`config.mk`:
```
export PLATFORM = sky130hd
export DESIGN_NAME = sparse_polynomial_adder
export DESIGN_NICKNAME = d
export VERILOG_FILES = /design/src/sv/spa_pkg.sv /design/src/sv/spa_term_ram.sv /design/src/sv/spa_merge.sv /design/src/sv/sparse_polynomial_adder.sv
export SDC_FILE = /design/constraint.sdc
export NUM_CORES = 2
export LEC_CHECK = 0
export BUFFER_PORTS_ARGS = -buffer_cell sky130_fd_sc_hd__buf_2
export CORE_MARGIN = 2
export CORE_UTILIZATION = 55
export DETAILED_ROUTE_END_ITERATION = 10
export PLACE_DENSITY = 0.79
export REMOVE_ABC_BUFFERS = 1
export SLEW_MARGIN = 15
export SYNTH_ARGS = -nofsm -noshare
export SYNTH_HDL_FRONTEND = slang
export SYNTH_SLANG_ARGS = --single-unit
```
`constraint.sdc`:
```
create_clock -name clk -period 8.1 [get_ports clk]
set_clock_uncertainty 0.05 [all_clocks]
set_input_delay 1.62 -clock clk [delete_from_list [all_inputs] [get_ports clk]]
set_output_delay 1.62 -clock clk [all_outputs]
set_load 0.005 [all_outputs]
```
`src/sv/spa_pkg.sv`:
```
// Shared types and constants for the sparse polynomial adder.
// No dependencies; imported by every module of the block.
package spa_pkg;

    localparam int TERMS_PER_POLY  = 32;
    localparam int EXP_BITS        = 10;
    localparam int COEFF_FRAC_BITS = 16;
    localparam int COEFF_W         = 32;
    localparam int IDX_W           = (TERMS_PER_POLY > 1) ? $clog2(TERMS_PER_POLY) : 1;
    localparam int CNT_W           = $clog2(TERMS_PER_POLY + 1);

    // Input word codes
    localparam logic [1:0] MODE_LOAD_FIRST  = 2'd0;
    localparam logic [1:0] MODE_LOAD_SECOND = 2'd1;
    localparam logic [1:0] MODE_START       = 2'd2;

    // One stored term (coefficient is Q16.16)
    typedef struct packed {
        logic signed [COEFF_W-1:0] coeff;
        logic [EXP_BITS-1:0]       exponent;
    } spa_term_t;

    // One sum word handed from the merge walk to the output register
    typedef struct packed {
        logic signed [COEFF_W-1:0] coeff;
        logic [EXP_BITS-1:0]       exponent;
        logic                      last_term;
        logic                      empty_sum;
        logic                      saturated;
        logic                      terms_dropped;
    } spa_item_t;

endpackage

```
`src/sv/spa_term_ram.sv`:
```
// Term store: one write port, one read port with registered read data.
// Depends on spa_pkg for the term type and depth.
module spa_term_ram
    import spa_pkg::*;
(
    input  logic             clk,
    input  logic             we,
    input  logic [IDX_W-1:0] waddr,
    input  spa_term_t        wdata,
    input  logic [IDX_W-1:0] raddr,
    output spa_term_t        rdata
);

    spa_term_t mem [TERMS_PER_POLY];
    spa_term_t rdata_reg;

    // Write port
    always_ff @(posedge clk)
    begin
        if (we)
        begin
            mem[waddr] <= wdata;
        end
    end

    // Read port, registered read data
    always_ff @(posedge clk)
    begin
        rdata_reg <= mem[raddr];
    end

    assign rdata = rdata_reg;

endmodule

```
`src/sv/spa_merge.sv`:
```
// Merge walk over both term stores: compares head exponents, adds with
// saturation, and holds one word back so the final one can carry last_term.
// Depends on spa_pkg.
module spa_merge
    import spa_pkg::*;
(
    input  logic             clk,
    input  logic             rst_n,
    input  logic             start,
    input  logic             drop_in,
    input  logic [CNT_W-1:0] first_count,
    input  logic [CNT_W-1:0] second_count,
    input  spa_term_t        first_rd,
    input  spa_term_t        second_rd,
    input  logic             out_free,
    output logic             busy,
    output logic [IDX_W-1:0] first_addr,
    output logic [IDX_W-1:0] second_addr,
    output logic             item_valid,
    output spa_item_t        item,
    output logic             done
);

    typedef enum logic {
        ST_IDLE,
        ST_MERGE
    } state_t;

    state_t           state_reg, state_next;
    logic [CNT_W-1:0] a_reg, a_next;
    logic [CNT_W-1:0] b_reg, b_next;
    logic             drop_reg, drop_next;
    logic             pend_valid_reg, pend_valid_next;
    spa_item_t        pend_reg, pend_next;

    logic                      ha, hb, eq, take_a;
    logic signed [COEFF_W:0]   sum_wide;
    logic                      sum_ovf;
    logic signed [COEFF_W-1:0] sum_sat;
    logic                      produce;
    spa_item_t                 cand;

    // Head compare and saturating add
    always_comb
    begin
        ha       = a_reg < first_count;
        hb       = b_reg < second_count;
        eq       = ha && hb && (first_rd.exponent == second_rd.exponent);
        take_a   = ha && (!hb || (first_rd.exponent > second_rd.exponent));
        sum_wide = {first_rd.coeff[COEFF_W-1], first_rd.coeff}
                 + {second_rd.coeff[COEFF_W-1], second_rd.coeff};
        sum_ovf  = sum_wide[COEFF_W] != sum_wide[COEFF_W-1];
        if (sum_ovf)
        begin
            sum_sat = sum_wide[COEFF_W] ? {1'b1, {(COEFF_W-1){1'b0}}}
                                        : {1'b0, {(COEFF_W-1){1'b1}}};
        end
        else
        begin
            sum_sat = sum_wide[COEFF_W-1:0];
        end

        cand.last_term     = 1'b0;
        cand.empty_sum     = 1'b0;
        cand.terms_dropped = drop_reg;
        if (eq)
        begin
            cand.coeff     = sum_sat;
            cand.exponent  = first_rd.exponent;
            cand.saturated = sum_ovf;
        end
        else if (take_a)
        begin
            cand.coeff     = first_rd.coeff;
            cand.exponent  = first_rd.exponent;
            cand.saturated = 1'b0;
        end
        else
        begin
            cand.coeff     = second_rd.coeff;
            cand.exponent  = second_rd.exponent;
            cand.saturated = 1'b0;
        end
        produce = eq ? (sum_sat != '0) : (ha || hb);
    end

    // Walk control
    always_comb
    begin
        state_next      = state_reg;
        a_next          = a_reg;
        b_next          = b_reg;
        drop_next       = drop_reg;
        pend_valid_next = pend_valid_reg;
        pend_next       = pend_reg;
        item_valid      = 1'b0;
        item            = pend_reg;
        done            = 1'b0;

        case (state_reg)
            ST_IDLE:
            begin
                a_next = '0;
                b_next = '0;
                if (start)
                begin
                    drop_next       = drop_in;
                    pend_valid_next = 1'b0;
                    state_next      = ST_MERGE;
                end
            end
            ST_MERGE:
            begin
                if (!ha && !hb)
                begin
                    // Finish: flush held word as last, or send the empty marker
                    if (out_free)
                    begin
                        item_valid = 1'b1;
                        if (pend_valid_reg)
                        begin
                            item.last_term = 1'b1;
                        end
                        else
                        begin
                            item.coeff         = '0;
                            item.exponent      = '0;
                            item.last_term     = 1'b1;
                            item.empty_sum     = 1'b1;
                            item.saturated     = 1'b0;
                            item.terms_dropped = drop_reg;
                        end
                        pend_valid_next = 1'b0;
                        done            = 1'b1;
                        state_next      = ST_IDLE;
                    end
                end
                else if (!produce || !pend_valid_reg || out_free)
                begin
                    // Advance heads; push out the held word when a new one arrives
                    a_next = a_reg + CNT_W'(eq || take_a);
                    b_next = b_reg + CNT_W'(eq || !take_a);
                    if (produce)
                    begin
                        item_valid      = pend_valid_reg;
                        pend_next       = cand;
                        pend_valid_next = 1'b1;
                    end
                end
            end
            default:
            begin
                state_next = ST_IDLE;
            end
        endcase
    end

    // State and walk registers
    always_ff @(posedge clk or negedge rst_n)
    begin
        if (!rst_n)
        begin
            state_reg      <= ST_IDLE;
            a_reg          <= '0;
            b_reg          <= '0;
            drop_reg       <= 1'b0;
            pend_valid_reg <= 1'b0;
            pend_reg       <= '0;
        end
        else
        begin
            state_reg      <= state_next;
            a_reg          <= a_next;
            b_reg          <= b_next;
            drop_reg       <= drop_next;
            pend_valid_reg <= pend_valid_next;
            pend_reg       <= pend_next;
        end
    end

    assign busy        = state_reg != ST_IDLE;
    assign first_addr  = a_next[IDX_W-1:0];
    assign second_addr = b_next[IDX_W-1:0];

endmodule

```
`src/sv/sparse_polynomial_adder.sv`:
```
// Sparse polynomial adder; depends on spa_pkg, spa_term_ram and spa_merge.
// Loads stream back to back. A start word runs a merge that reads each term store
// through its single read port; input is stalled during the merge. Reset clears
// both fill counts and the overflow flag; store contents are left as they are,
// only entries below the counts are read.
module sparse_polynomial_adder
    import spa_pkg::*;
(
    input  logic                      clk,
    input  logic                      rst_n,
    input  logic                      term_valid,
    output logic                      term_stall,
    input  logic [1:0]                mode,
    input  logic signed [COEFF_W-1:0] coeff_in,
    input  logic [EXP_BITS-1:0]       exponent_in,
    output logic                      sum_valid,
    input  logic                      sum_stall,
    output logic signed [COEFF_W-1:0] coeff_out,
    output logic [EXP_BITS-1:0]       exponent_out,
    output logic                      last_term,
    output logic                      empty_sum,
    output logic                      saturated,
    output logic                      terms_dropped
);

    logic [CNT_W-1:0] first_count_reg, first_count_next;
    logic [CNT_W-1:0] second_count_reg, second_count_next;
    logic             overflow_reg, overflow_next;
    logic             out_valid_reg;
    spa_item_t        out_reg;

    logic             accept, start, busy, done, out_free, item_valid;
    logic             first_we, second_we;
    logic             first_full, second_full;
    logic [IDX_W-1:0] first_addr, second_addr;
    spa_term_t        wterm, first_rd, second_rd;
    spa_item_t        item;

    assign accept      = term_valid && !term_stall;
    assign term_stall  = busy;
    assign start       = accept && (mode == MODE_START);
    assign first_full  = first_count_reg == CNT_W'(TERMS_PER_POLY);
    assign second_full = second_count_reg == CNT_W'(TERMS_PER_POLY);
    assign first_we    = accept && (mode == MODE_LOAD_FIRST) && !first_full;
    assign second_we   = accept && (mode == MODE_LOAD_SECOND) && !second_full;
    assign wterm.coeff    = coeff_in;
    assign wterm.exponent = exponent_in;

    // Fill counts and overflow flag
    always_comb
    begin
        first_count_next  = first_count_reg + CNT_W'(first_we);
        second_count_next = second_count_reg + CNT_W'(second_we);
        overflow_next     = overflow_reg;
        if (accept && (((mode == MODE_LOAD_FIRST) && first_full)
                    || ((mode == MODE_LOAD_SECOND) && second_full)))
        begin
            overflow_next = 1'b1;
        end
        if (start)
        begin
            overflow_next = 1'b0;
        end
        if (done)
        begin
            first_count_next  = '0;
            second_count_next = '0;
        end
    end

    always_ff @(posedge clk or negedge rst_n)
    begin
        if (!rst_n)
        begin
            first_count_reg  <= '0;
            second_count_reg <= '0;
            overflow_reg     <= 1'b0;
        end
        else
        begin
            first_count_reg  <= first_count_next;
            second_count_reg <= second_count_next;
            overflow_reg     <= overflow_next;
        end
    end

    // Term stores
    spa_term_ram u_first_ram (
        .clk   (clk),
        .we    (first_we),
        .waddr (first_count_reg[IDX_W-1:0]),
        .wdata (wterm),
        .raddr (first_addr),
        .rdata (first_rd)
    );

    spa_term_ram u_second_ram (
        .clk   (clk),
        .we    (second_we),
        .waddr (second_count_reg[IDX_W-1:0]),
        .wdata (wterm),
        .raddr (second_addr),
        .rdata (second_rd)
    );

    // Merge walk
    spa_merge u_merge (
        .clk          (clk),
        .rst_n        (rst_n),
        .start        (start),
        .drop_in      (overflow_reg),
        .first_count  (first_count_reg),
        .second_count (second_count_reg),
        .first_rd     (first_rd),
        .second_rd    (second_rd),
        .out_free     (out_free),
        .busy         (busy),
        .first_addr   (first_addr),
        .second_addr  (second_addr),
        .item_valid   (item_valid),
        .item         (item),
        .done         (done)
    );

    // Output register: load a new word when empty or being taken
    assign out_free = !out_valid_reg || !sum_stall;

    always_ff @(posedge clk or negedge rst_n)
    begin
        if (!rst_n)
        begin
            out_valid_reg <= 1'b0;
        end
        else if (out_free)
        begin
            out_valid_reg <= item_valid;
        end
    end

    always_ff @(posedge clk)
    begin
        if (out_free && item_valid)
        begin
            out_reg <= item;
        end
    end

    assign sum_valid     = out_valid_reg;
    assign coeff_out     = out_reg.coeff;
    assign exponent_out  = out_reg.exponent;
    assign last_term     = out_reg.last_term;
    assign empty_sum     = out_reg.empty_sum;
    assign saturated     = out_reg.saturated;
    assign terms_dropped = out_reg.terms_dropped;

endmodule

```
### Yosys cells after proc, flatten, opt, wreduce, memory -nomap -nowiden

Memory sizes are Yosys's and may differ from the RTL's. A register that Yosys moved wholly into a read port is not among the register bits.
Index checks and enable logic that the tools add are counted.

| operators by class | value |
|---|---|
| magnitude comparators | 3 |
| add/subtract/negate cells | 5 |
| bitwise logic cells | 2 |
| equality and inequality tests | 12 |
| muxes and demuxes | 42 |
| reduce and logical (&&, ||, !) cells | 41 |

Operators by type and width:

| operator | number |
|---|---|
| 46-bit two-way mux | 3 |
| 42-bit two-way mux | 3 |
| 32-bit two-way mux | 2 |
| 6-bit two-way mux | 6 |
| 32-bit by 32-bit adder with 33-bit output | 1 |
| 32-bit nonzero test | 1 |
| 6-bit by 1-bit adder with 6-bit output | 4 |
| 6-bit one-hot mux with 2 select lines | 2 |
| 1-bit two-way mux | 23 |
| 1-bit logical AND | 14 |
| 6-bit == test, second input constant | 2 |
| 6-bit less-than comparator | 2 |
| 10-bit == test | 1 |
| 10-bit greater-than comparator | 1 |
| 1-bit zero test | 10 |
| 3-bit != test, second input constant | 3 |
| 1-bit logical OR | 8 |
| 4-bit AND reduction | 2 |
| 2-bit != test, second input constant | 3 |
| 2-bit AND reduction | 3 |
| 1-bit one-hot mux with 2 select lines | 2 |
| 3-bit two-way mux | 1 |
| 3-bit AND reduction | 1 |
| 2-bit by 1-bit == test with 1-bit output, second input constant | 1 |
| 5 further kinds | 6 |

| storage, ports and cells | value |
|---|---|
| memories kept | 2 |
| logic and storage cells | 128 |
| bits of input ports | 48 |
| memory bits (writable) | 2,688 |
| output and inout bits | 48 |
| flip-flop bits (word level) | 119 |

Memory list:

| name | words | width | rd ports | clocked after Yosys merged registers in | wr ports | line | text |
|---|---|---|---|---|---|---|---|
| u_first_ram.mem | 32 | 42 | 1 | 1 | 1 | spa_term_ram.sv:14 | `spa_term_t mem [TERMS_PER_POLY];` |
| u_second_ram.mem | 32 | 42 | 1 | 1 | 1 | spa_term_ram.sv:14 |  |

### Depth between registers and ports, before layout

| depth | value |
|---|---|
| word-level depth | 12 |
| gate-level depth with buffers | 29 |
| gate-level depth less buffers | 25 |

### By module

Synthesis repeated with hierarchy kept, for this count alone.

| unflattened totals | value |
|---|---|
| cells, all modules | 6,882 |
| area total of the unflattened synthesis | 115,752.3 µm² |

By module, submodules not included:

| module | times used | cells each | area each (µm²) | sequential area each (µm²) |
|---|---|---|---|---|
| spa_term_ram | 2 | 2,953 | 53,202.3 | 41,199.5 |
| spa_merge | 1 | 864 | 7,270.7 | 1,476.4 |
| sparse_polynomial_adder | 1 | 112 | 2,077.0 | 1,731.7 |

### Worst setup path before layout

No wires, ideal clock.

| path | value |
|---|---|
| kind | register to register |
| from | register, netlist name u_first_ram.rdata[20] |
| to | register out_reg (netlist bit coeff_out[0]) (enable) |
| setup slack | 2.445 ns |
| setup time | 0.467 ns |
| cell stages (with the launch flop) | 15 |
| arrival | 5.139 ns |
| period minus slack after synthesis | 5.655 ns |
| data required time | 7.583 ns |
| buffers on the path | 1 |
| cells stage by stage | dfxtp_1 -> ha_1 -> clkbuf_1 -> a21oi_1 -> o21ai_0 -> a221oi_1 -> o31ai_4 -> a21o_1 -> a211oi_1 -> xnor2_1 -> and4b_2 -> nor2_1 -> or3_1 -> nand2_1 -> a21oi_1 |

| on the way | value |
|---|---|
| word-level cells in the longest chain between the ends | 12 |
| elaborated cells between the ends (all ways) | 14 |
| classes of those cells | add/sub (1); eq/ne (1); mux (7); reduce/logical (5) |

Ends and longest elaborated chain:

| element | line | text |
|---|---|---|
| 32-bit by 32-bit adder with 33-bit output (*) | spa_merge.sv:51 | `+ {second_rd.coeff[COEFF_W-1], second_rd.coeff};` |
| 32-bit two-way mux / 1-bit != test (equally long branches) | spa_merge.sv:55, spa_merge.sv:52 |  |
| 32-bit two-way mux (*) | spa_merge.sv:53 | `if (sum_ovf)` |
| 32-bit nonzero test (*) | spa_merge.sv:84 | `produce = eq ? (sum_sat != '0) : (ha \|\| hb);` |
| 1-bit two-way mux (*) | spa_merge.sv:84 |  |
| 1-bit zero test | spa_merge.sv:138 | `else if (!produce \|\| !pend_valid_reg \|\| out_free)` |
| 1-bit logical OR (2 in a row) | spa_merge.sv:138 |  |
| 1-bit two-way mux (*) | spa_merge.sv:138 |  |
| 1-bit two-way mux (*) | spa_merge.sv:114 | `if (!ha && !hb)` |
| 1-bit two-way mux (*) | spa_merge.sv:100 | `case (state_reg)` |
| 1-bit logical AND (*) | sparse_polynomial_adder.sv:142 | `if (out_free && item_valid)` |
| end signal: assignment | sparse_polynomial_adder.sv:144 | `out_reg <= item;` |
| end: declaration | sparse_polynomial_adder.sv:30 | `spa_item_t out_reg;` |

Mark *: on every way between the ends. The rest lies on a longest branch, timed or not.
A chain may end at the register's enable or synchronous reset.

### Worst setup path in the final report

| path | value |
|---|---|
| from | register, netlist name u_second_ram.rdata[1] |
| to | register, netlist name u_first_ram.rdata[25] |

| on the way | value |
|---|---|
| word-level cells in the longest chain between the ends | 9 |
| elaborated cells between the ends (all ways) | 14 |
| classes of those cells | add/sub (1); order compare (1); eq/ne (1); mux (4); reduce/logical (7) |

Ends and longest elaborated chain:

| element | line |
|---|---|
| parallel branches: the longest is 6 deep, another holds 10-bit greater-than comparator | -- |
| 6-bit two-way mux (*) | spa_merge.sv:138 |
| 6-bit two-way mux (*) | spa_merge.sv:114 |
| 6-bit one-hot mux with 2 select lines (*) | spa_merge.sv:100 |

Mark *: on every way between the ends. The select of a mux whose other input is x is not followed.

==> flow_summary.ini <==
[grt]
antenna_found_initial = 17
grt_pass1_vias = 61000
grt.total_usage_pct = 29.2
grt_pass1_wl_mm = 435
grt_max_degree = 104
grt_remaining_overflow = 0

[clocking]
cts_buffers = 286
cts_tree = done
ctsHoldBuffers = 0
clk_pin_slew_ns = 0.07
cts_sinks = 2891
root_buffer = clkbuf_16
worstSkewPairLatency_ns = 0.96
cts_resized = 0
htreeDepth = 5
clock_path_buffers = 4
postCtsSetupRepairBufs = 0

[worst_hold_path]
hold_class = reg2reg
whs_endpoint = u_merge.pend_reg[32]$_DFFE_PN0P_
min_from = u_merge.pend_reg[32]$_DFFE_PN0P_
min_path_cells = 1

[pwr]
finalPower_w = 0.0449
p_clk_share_pct = 28.4
p_sw_share_pct = 32.0
seqPwrFrac_pct = 38.9
p_switching_w = 0.0144
ir_worst_vdd_v = 0.000411
combPwrFrac_pct = 32.7
p_int_w = 0.0306
power_density_nw_per_um2 = 358
power.static_leakage_nw = 41.1

[floorplanning]
dieArea_um2 = 208000
ios = 96
coreArea_um2 = 203000
initial_utilization_pct = 55.4
placementRows = 165
die_h_um = 456
chipWidth_um = 456

[route]
drtIter0Drc = 9066
vias = 62000
drc = 0
drt.antenna.violating_nets = 0
vias_per_cell = 6.89
wirelength_mm = 307
wl_per_cell_um = 34.1
first_pass_iters = 7

[yosys]
yosys_most_used_dff = edfxtp_1
syn_inst = 5880
yosysUniqueCellTypes = 84
ys_seq_area_share_pct = 76.3
synth_top_cell_by_area = edfxtp_1
synth.most_common_cell = edfxtp_1
syn_area_per_cell_um2 = 19.1
synth_top_area_share_pct = 73.1
async_flop_share_pct = 2.53
yosys-top-cells-count = edfxtp_1 (2734), mux4_2 (459), nand2_1 (418)
ys_ff_latch = 2891
mappedNetlistArea_um2 = 112000
yosysWarnings = 0
yosys-top-cells-area = edfxtp_1 (73%), mux4_2 (9.2%), mux2i_1 (2.3%)
synth_edf_count = 2734

[worst_setup_path]
worstPathMaxFanout = 12
worst_ep_required_time_ns = 8.81
timing.rr.end = u_first_ram.rdata[25]$_DFF_P_
critPathKind = reg2reg
timing.rr.start = u_second_ram.rdata[1]$_DFF_P_
reg2reg_depth = 26
start_kind = flop
arrival_ns = 8.13
r2r_slack_ns = 0.68
end_kind = flop

[place]
place.gp.congestion = 0.923
dp_hpwl_mm = 159
port_buffers = 95

[timing]
tightest_slew_ns = 1.31
hold_viol_final = 0
slew_headroom_pct = 12.4
final.period_utilization_pct = 91.6
fmax_mhz = 135
rsz0062_at_grt = false
setup_viol = 0
maxSlewViolCount = 0
tns_ns = 0
min_period_ns = 7.42

[run_status]
outcome = complete, no violations

[layout]
nFillCells = 13100
nets = 6220
syn_to_final_growth_pct = 11.9
drive_above_1_share_pct = 20.0

[job]
maxCapViolCount = 0
## area by class of cell
type                    instances  area (µm²)  share of cell area, %
flip-flops and latches       2891       85600                   68.2
well taps                    2672        3340                   2.66
diodes                         10        25.0                 0.0199
repair buffers                273        2360                   1.88
clock inverters               123        1070                  0.855
clock buffers                 370        7730                   6.16
multi-input cells            2617       25300                   20.1
inverters                      42         189                  0.150
## layout by cell type, fill, tap and decap left out, types with 29 or more instances in the layout
master        n
mux2i_1     262
nand3_1      80
o221ai_1     42
clkbuf_16   293
o2111ai_1    43
buf_2        84
buf_4       149
nor2b_1      53
inv_1        34
clkinv_1     51
clkbuf_1     66
xnor2_1      29
clkinv_2     44
a22oi_1     249
a21oi_1     218
nand4_1      54
nor2_4       68
mux2_2       46
o21ai_1      41
o21ai_0     132
mux4_2      459
dfxtp_1      84
a221oi_1     45
edfxtp_1   2734
buf_12       36
o22a_1       41
dfrtp_1      73
ha_1         60
nor2_1       61
nand2_1     418
## worst max-delay path by stage
stage | startpoint | endpoint
after global routing | u_second_ram.rdata[1]$_DFF_P_ | u_first_ram.rdata[25]$_DFF_P_
after floorplan | u_second_ram.rdata[1]$_DFF_P_ | u_first_ram.rdata[38]$_DFF_P_
after global placement | u_second_ram.rdata[1]$_DFF_P_ | u_first_ram.rdata[25]$_DFF_P_
after CTS | u_second_ram.rdata[1]$_DFF_P_ | u_first_ram.rdata[25]$_DFF_P_
final | u_second_ram.rdata[1]$_DFF_P_ | u_first_ram.rdata[25]$_DFF_P_
after detailed placement | u_second_ram.rdata[1]$_DFF_P_ | u_first_ram.rdata[25]$_DFF_P_
## worst max-delay path: stages (launching register included)
cell and delay, ns:
dfxtp_1 0.39, inv_1 0.07, ha_1 0.29, nor2b_1 0.13, o21a_1 0.16, o21a_1 0.17
o21a_1 0.16, o21a_1 0.16, o21a_1 0.16, o21a_1 0.16, o21a_1 0.17, o21a_1 0.17
o21bai_1 0.96, a21boi_4 0.10, inv_1 0.11, nand2_1 0.06, buf_4 0.25, ha_1 0.27
ha_1 0.23, nor2b_1 0.22, nand3_1 0.16, o41ai_1 0.29, nor3_1 0.17, nand3b_1 0.86
buf_4 0.52, o21ai_0 0.27, o22a_1 0.52
## metrics by stage
stage	cell area (µm²)	hold WS [ns]	cells	worst slack, ns	utilization [%]
finish	126000	0.421	8998	0.676	62.0
global route	126000	0.456	8991	0.557	62.0
CTS	125000	0.425	8981	1.07	61.9
detailed placement	117000	0.411	8488	1.15	57.6
global placement	117000	0.404	8488	1.06	57.6
floorplan	110000	0.391	5550	-15.18	-
## cell families after synthesis
group	count (synthesis)	synth area share (%)
adder cells (fa/ha/maj)	61	0.687
XOR/XNOR	44	0.343
buffers and inverters	372	1.81
AO/OA/AOI/OAI	921	5.55
flip-flops	2891	76.3
AND/OR/NAND/NOR	822	3.32
multiplexers	769	12.0
## power by group through the flow
| stage | combinational [W] | sequential [W] | clock, W |
|---|---|---|---|
| floorplan | 0.00897 | 0.0174 | 0 |
| global placement | 0.0142 | 0.0178 | 0 |
| detailed placement | 0.0143 | 0.0178 | 0 |
| CTS | 0.0145 | 0.0175 | 0.0128 |
| global route | 0.0155 | 0.0175 | 0.0133 |
| finish | 0.0147 | 0.0175 | 0.0128 |
## metal layers
layer | part of all wire, % | track usage, % | vias up | wire length, µm
met5 | 0.034 | 0 | - | 103
met4 | 5.4 | 14.0 | 16 | 16700
met3 | 13 | 7.38 | 824 | 41000
met2 | 46 | 45.0 | 4955 | 142000
met1 | 35 | 39.3 | 31800 | 108000
li1 | - | - | 24500 | -
Note: power is estimated with default switching activity, not from simulation.
